$ cat src/rtl/als_pkg.sv
// Package for the array list: widths, command and status codes, cell control type.
package als_pkg;

  localparam int unsigned Depth  = 16;
  localparam int unsigned DataW  = 32;
  localparam int unsigned CmdW   = 3;
  localparam int unsigned PosW   = 4;
  localparam int unsigned StatW  = 2;
  localparam int unsigned CountW = 5;
  localparam int unsigned CntW   = $clog2(Depth + 1);
  localparam int unsigned IdxW   = (Depth > 1) ? $clog2(Depth) : 1;
  // compare width that holds both a position and a count
  localparam int unsigned AtW    = (CntW > PosW) ? CntW : PosW;

  typedef enum logic [CmdW-1:0] {
    CMD_INS_TAIL = 3'd0,
    CMD_INS_HEAD = 3'd1,
    CMD_INS_AT   = 3'd2,
    CMD_RM_TAIL  = 3'd3,
    CMD_RM_HEAD  = 3'd4,
    CMD_RM_AT    = 3'd5
  } cmd_e;

  typedef enum logic [StatW-1:0] {
    ST_OK    = 2'd0,
    ST_FULL  = 2'd1,
    ST_EMPTY = 2'd2,
    ST_RANGE = 2'd3
  } status_e;

  // broadcast to every cell: qualified shift request
  typedef struct packed {
    logic           ins;
    logic           rm;
    logic [AtW-1:0] at;
    logic [AtW-1:0] count;
  } shift_t;

endpackage

$ cat src/rtl/als_cell.sv
// One list entry: holds its value, loads, or takes a neighbor's value on a shift.
module als_cell (
  input  logic                              clk_i,
  input  als_pkg::shift_t                   ctrl_i,
  input  logic [als_pkg::AtW-1:0]           idx_i,
  input  logic signed [als_pkg::DataW-1:0]  value_i,
  input  logic signed [als_pkg::DataW-1:0]  prev_i,
  input  logic signed [als_pkg::DataW-1:0]  next_i,
  output logic signed [als_pkg::DataW-1:0]  data_o
);
  import als_pkg::*;

  logic signed [DataW-1:0] data_q, data_d;
  logic [AtW-1:0]          idx_inc;

  assign idx_inc = idx_i + AtW'(1);

  always_comb begin
    data_d = data_q;
    if (ctrl_i.ins) begin
      if (idx_i == ctrl_i.at) begin
        data_d = value_i;
      end else if (idx_i > ctrl_i.at && idx_i <= ctrl_i.count) begin
        data_d = prev_i;
      end
    end else if (ctrl_i.rm) begin
      // close the gap: pull from the right up to the old tail
      if (idx_i >= ctrl_i.at && idx_inc < ctrl_i.count) begin
        data_d = next_i;
      end
    end
  end

  always_ff @(posedge clk_i) begin
    data_q <= data_d;
  end

  assign data_o = data_q;

endmodule

$ cat src/rtl/array_list_shift_insert_remove.sv
// Top level of the array list: command decode, count, row of entry cells, result register.
//
// Ordered list of signed 32-bit values in a row of 16 entry cells, entry 0 at the
// head. Each transaction on the input channel carries one command (insert at
// tail, head or position; remove from tail, head or position) and produces
// exactly one transaction on the output channel with the removed value (0 for
// inserts and failures), a status (ok, full, empty, position out of range) and
// the count after the command. A rejected command leaves the list unchanged;
// commands 6 and 7 answer ok with the count unchanged. All cells shift in
// parallel on the accepting edge, so one command completes per clock cycle:
// the result is registered and visible the cycle after acceptance, and the next
// command is taken in that same cycle whenever the result register is empty or
// is being drained. Throughput is therefore set only by the single output
// register and out_ready_i. No clearing pass is needed after reset; entries at
// or beyond the count are never read.
module array_list_shift_insert_remove (
  input  logic                                  clk_i,
  input  logic                                  rst_ni,
  input  logic                                  in_valid_i,
  output logic                                  in_ready_o,
  input  logic [als_pkg::CmdW-1:0]              command_i,
  input  logic signed [als_pkg::DataW-1:0]      value_i,
  input  logic [als_pkg::PosW-1:0]              position_i,
  output logic                                  out_valid_o,
  input  logic                                  out_ready_i,
  output logic signed [als_pkg::DataW-1:0]      removed_value_o,
  output logic [als_pkg::StatW-1:0]             status_o,
  output logic [als_pkg::CountW-1:0]            count_o
);
  import als_pkg::*;

  logic                    accept;
  logic [CntW-1:0]         count_q, count_d;
  logic [AtW-1:0]          count_ext;
  logic [AtW-1:0]          at;
  logic                    is_ins, is_rm;
  status_e                 status;
  logic signed [DataW-1:0] removed;
  shift_t                  shift;
  logic signed [DataW-1:0] cell_data [Depth];

  logic                    out_valid_q;
  logic signed [DataW-1:0] removed_q;
  status_e                 status_q;
  logic [CountW-1:0]       count_out_q;

  // take a new command whenever the result slot is free or draining
  assign in_ready_o = !out_valid_q || out_ready_i;
  assign accept     = in_valid_i && in_ready_o;
  assign count_ext  = AtW'(count_q);

  // decode the command into a target place and a kind
  always_comb begin
    is_ins = 1'b0;
    is_rm  = 1'b0;
    at     = '0;
    unique case (command_i)
      CMD_INS_TAIL: begin is_ins = 1'b1; at = count_ext; end
      CMD_INS_HEAD: begin is_ins = 1'b1; at = '0; end
      CMD_INS_AT:   begin is_ins = 1'b1; at = AtW'(position_i); end
      CMD_RM_TAIL:  begin is_rm = 1'b1;  at = count_ext - AtW'(1); end
      CMD_RM_HEAD:  begin is_rm = 1'b1;  at = '0; end
      CMD_RM_AT:    begin is_rm = 1'b1;  at = AtW'(position_i); end
      default:      begin is_ins = 1'b0; is_rm = 1'b0; at = '0; end
    endcase
  end

  // check full / empty first, then the position; pick the removed entry
  always_comb begin
    status    = ST_OK;
    removed   = '0;
    count_d   = count_q;
    shift.ins = 1'b0;
    shift.rm  = 1'b0;
    shift.at  = at;
    shift.count = count_ext;
    if (is_ins) begin
      if (count_q == CntW'(Depth)) begin
        status = ST_FULL;
      end else if (at > count_ext) begin
        status = ST_RANGE;
      end else begin
        shift.ins = accept;
        count_d   = count_q + CntW'(1);
      end
    end else if (is_rm) begin
      if (count_q == '0) begin
        status = ST_EMPTY;
      end else if (at >= count_ext) begin
        status = ST_RANGE;
      end else begin
        shift.rm = accept;
        removed  = cell_data[at[IdxW-1:0]];
        count_d  = count_q - CntW'(1);
      end
    end
  end

  // row of entry cells; the head cell takes value_i as its left neighbor, the tail cell its own value as its right
  for (genvar i = 0; i < Depth; i++) begin : g_cell
    logic signed [DataW-1:0] prev_w, next_w;
    if (i == 0) begin : g_head
      assign prev_w = value_i;
    end else begin : g_mid_prev
      assign prev_w = cell_data[i-1];
    end
    if (i == Depth - 1) begin : g_tail
      assign next_w = cell_data[i];
    end else begin : g_mid_next
      assign next_w = cell_data[i+1];
    end
    als_cell u_cell (
      .clk_i   (clk_i),
      .ctrl_i  (shift),
      .idx_i   (AtW'(i)),
      .value_i (value_i),
      .prev_i  (prev_w),
      .next_i  (next_w),
      .data_o  (cell_data[i])
    );
  end

  // advance the count and the valid flag of the result slot
  always_ff @(posedge clk_i or negedge rst_ni) begin
    if (!rst_ni) begin
      count_q     <= '0;
      out_valid_q <= 1'b0;
    end else begin
      if (accept) begin
        count_q     <= count_d;
        out_valid_q <= 1'b1;
      end else if (out_ready_i) begin
        out_valid_q <= 1'b0;
      end
    end
  end

  // hold the result payload until taken
  always_ff @(posedge clk_i) begin
    if (accept) begin
      removed_q   <= removed;
      status_q    <= status;
      count_out_q <= CountW'(count_d);
    end
  end

  assign out_valid_o     = out_valid_q;
  assign removed_value_o = removed_q;
  assign status_o        = status_q;
  assign count_o         = count_out_q;

endmodule

$ cat config.mk
export PLATFORM = sky130hd
export DESIGN_NAME = array_list_shift_insert_remove
export DESIGN_NICKNAME = d
export VERILOG_FILES = /design/src/rtl/als_pkg.sv /design/src/rtl/als_cell.sv /design/src/rtl/array_list_shift_insert_remove.sv
export SDC_FILE = /design/constraint.sdc
export NUM_CORES = 1
export LEC_CHECK = 0
export BUFFER_PORTS_ARGS = -buffer_cell sky130_fd_sc_hd__buf_2
export CORE_ASPECT_RATIO = 1.75
export CORE_MARGIN = 10
export CORE_UTILIZATION = 58
export DETAILED_ROUTE_END_ITERATION = 16
export PLACE_DENSITY = 0.8
export SLEW_MARGIN = 20
export SYNTH_ARGS = -nofsm -noshare
export SYNTH_HDL_FRONTEND = slang
export SYNTH_HIERARCHICAL = 1
export SYNTH_SLANG_ARGS = --single-unit
export TNS_END_PERCENT = 100
$ cat constraint.sdc
create_clock -name clk_i -period 7.9 [get_ports clk_i]
set_input_delay 0.395 -clock clk_i [delete_from_list [all_inputs] [get_ports clk_i]]
set_output_delay 0.395 -clock clk_i [all_outputs]
set_load 0.03 [all_outputs]
==> out/results.txt <==
DRT antenna net count -> 0
Grt ovf -> 0
Starting Density -> 58.3%
Hpwl dp -> 65700 um
CTS tree -> done
Status -> complete, no violations
Part of the cycle the worst path needs -> 79.8%
TNS Setup -> 0 ns
Min cycle time layout -> 6.30 ns
Slew headroom -> 21.8%
Tightest Hold Check Type -> in -> reg
Critical Path Start -> count_ext[1]$_DFFE_PN0P_
Kind of critical path -> reg -> reg
CTS max path bufs -> 3
Register bit total from synthesis -> 557
RSZ-0062 raised after global routing -> no
Hold_sp -> out_ready_i
Area delta synth->final -> 7.63%
Final Instance Area -> 0.0428 mm^2
DRC Markers -> 0
WP data required -> 8.15 ns
DP Area -> 0.0413 mm^2
Top_reg_cell synth -> edfxtp_1
Iteration-0 DRC Markers -> 3074
Ys Warns -> 6
Fin. Hold Viols -> 0
I/O pin count -> 84
Ys async rst share -> 1.08%
RR Startpoint -> count_ext[1]$_DFFE_PN0P_
Max VDD drop -> 0.000253 V
Slew at the pin closest to its max-slew limit -> 1.17 ns
Reg2Reg Setup Slack -> 1.60 ns
Core area -> 0.0683 mm^2
Storage cell area -> 0.0167 mm^2
Port bufs -> 83
First-pass GRT wire length -> 167000 um
Leakage -> 20.3 nW
FMAX -> 159 MHz
Crit. End Element -> register
Seq/Total Area, Yosys -> 41.9%
Pwr/cell area -> 265 mW/mm^2
CP max FO -> 162
Avg Cell Area, Syn -> 10.7 um^2
Gpl congestion -> 0.898
Setup slack at placement -> 1.67 ns
Worst skew pair latency -> 0.64 ns
Final WS setup -> 1.60 ns
Die area -> 0.0799 mm^2
Detailed Routing Iterations Pass 1 -> 7
Nets -> 4300
Post-CTS Setup Repair Bufs -> 0
Share of post-route cells with drive strength above 1 -> 8.08%
CTS sink cnt -> 557
Number of synthesized flops with an enable pin -> 551
Die Y -> 367 um
PostCTS Resize Cnt -> 0
DRT Wirelength -> 110000 um
WHS -> 0.0797 ns
Distinct cells, synth -> 58
Fill count -> 5585
Initial antenna violation count -> 11
GRT Total Usage -> 26.6%
Largest net degree at the start of global routing -> 274
Drt wl/cell -> 22.3 um
Max-cap viol count -> 0
Cell area after synthesis -> 0.0398 mm^2
Die Wd -> 218 um
Root Driver -> clkbuf_16
Clock Skew -> 0.0310 ns
Area of the multi-input gates -> 0.0220 mm^2
Row count -> 127
Final Max Tran Viols -> 0
Post-Syn Instances -> 3719
Arrival time worst endpoint -> 6.55 ns
Via/cell ratio -> 6.18
Vias -> 30500
Final setup viols -> 0
H-tree levels -> 2
TritonCTS Buffers -> 51
CP Launch Type -> register
Vias in the first global route -> 30100
Worst-path clk slew -> 0.06 ns
## synth_stat cells, types with 6 or more instances
cell | number | area, um^2
nand2_1 | 27 | 101
inv_1 | 180 | 676
a21oi_1 | 558 | 2790
buf_12 | 51 | 1020
and4_4 | 16 | 180
a22oi_1 | 66 | 495
o21ai_0 | 37 | 185
o21bai_1 | 11 | 82.6
nand2b_1 | 18 | 113
a211oi_1 | 33 | 248
mux2i_1 | 706 | 7070
nor2_1 | 564 | 2120
a31oi_1 | 13 | 81.3
buf_4 | 10 | 75.1
ha_1 | 264 | 3300
xnor2_1 | 39 | 342
mux2_4 | 7 | 105
buf_2 | 53 | 265
o31ai_1 | 18 | 135
o22ai_1 | 32 | 200
o221ai_1 | 6 | 52.6
xor2_1 | 16 | 140
nand2_4 | 16 | 180
a32o_1 | 32 | 320
buf_6 | 14 | 158
clkbuf_1 | 98 | 368
edfxtp_1 | 551 | 16500
nor2b_1 | 30 | 188
o21a_1 | 33 | 248
a21o_1 | 8 | 60.1
a221oi_1 | 32 | 280
dfrtp_1 | 6 | 150
nand3_1 | 64 | 320
a221oi_2 | 11 | 165
mux2_2 | 57 | 642
## metrics by stage
stage          utilization [%]  cells  total power (W)
6_report                  62.7   4942           0.0114
4_1_cts                   62.7   4936           0.0113
5_1_grt                   62.7   4941           0.0119
2_1_floorplan                -   4037          0.00764
3_5_place_dp              60.4   4841          0.00885
3_3_place_gp              60.4   4841          0.00870
## cells by family (layout without fill, tap and decap cells)
kind of cell             count (synthesis)  after routing  share of synthesized area [%]
buffers and inverters                  407            403                           6.47
AO/OA/AOI/OAI                          912            912                           14.1
flip-flops                             557            557                           41.9
adder cells (fa/ha/maj)                264            264                           8.30
other                                    2            326                         0.0189
multiplexers                           770            770                           19.6
AND/OR/NAND/NOR                        752            752                           8.33
XOR/XNOR                                55             55                           1.21
## flip-flops by register name (all words and copies together) (netlist names)
name / flops
count_o: 5
out_valid_o: 1
count_ext: 5
status_o: 2
removed_value_o: 32
g_cell.u_cell/data_o: 512
## final cells by class
cell class	instances	share of cell area [%]
multi-input cells	3073	51.3
flip-flops and latches	557	39.0
clock buffers	67	3.12
well taps	903	2.64
repair buffers	130	1.90
inverters	180	1.58
clock inverters	26	0.505
diodes	6	0.0350
## final timing paths
check / end / cells after the start
worst max-delay path: g_cell[5].u_cell/data_o[22]$_DFFE_PP_ / 15
worst min-delay path: out_valid_o$_DFFE_PN0P_ / 3
worst max register to register: g_cell[5].u_cell/data_o[22]$_DFFE_PP_ / 15
worst min register to register: out_valid_o$_DFFE_PN0P_ / 2
max in group asynchronous: count_ext[0]$_DFFE_PN0P_ / 2
min in group asynchronous: count_ext[3]$_DFFE_PN0P_ / 2
## power breakdown
part	internal, W	switching [W]	total (W)
logic	0.00163	0.00288	0.00451
registers	0.00405	0.000358	0.00441
clock network	0.00129	0.00115	0.00245
## timing repair
action	4_1_cts	5_1_grt
hold buffers	2	0
setup endpoints to repair	0	0
endpoints found under the hold margin	7	0
## cells in the final DEF (no fill, tap or decap), types with 18 or more instances in the layout
cell type,Yosys,routed
mux2i_1,706,706
nor2_1,564,562
a21oi_1,558,557
edfxtp_1,551,551
conb_1,2,320
ha_1,264,264
inv_1,180,179
buf_2,53,83
a22oi_1,66,66
nand3_1,64,63
mux2_2,57,57
clkbuf_16,0,51
buf_4,10,41
xnor2_1,39,39
o21ai_0,37,37
o21a_1,33,33
a211oi_1,33,33
o22ai_1,32,32
a221oi_1,32,32
a32o_1,32,32
nor2b_1,30,29
nand2_1,27,26
nand2b_1,18,18
o31ai_1,18,18
## critical path, stage by stage, from the launching register on
cell	delay, ns
dfrtp_1	0.93
inv_1	0.25
ha_1	0.43
nand2_1	0.08
o211ai_1	0.22
nand2_1	0.69
ha_1	0.59
nor2b_1	0.15
o21a_1	0.15
o21ai_0	0.20
a21oi_1	0.18
nor3_2	0.28
buf_12	0.53
a211oi_1	0.17
a311oi_4	0.24
buf_4	0.64
## layer usage
| metal | vias to the layer above | global-route usage, % | routed length (um) |
|---|---|---|---|
| met3 | 345 | 3.26 | 8230 |
| met5 | - | 0 | 0 |
| met2 | 1423 | 45.6 | 55000 |
| li1 | 14100 | - | - |
| met4 | 0 | 15.0 | 6110 |
| met1 | 14700 | 31.5 | 40800 |
Note: power is estimated with default switching activity, not from simulation.
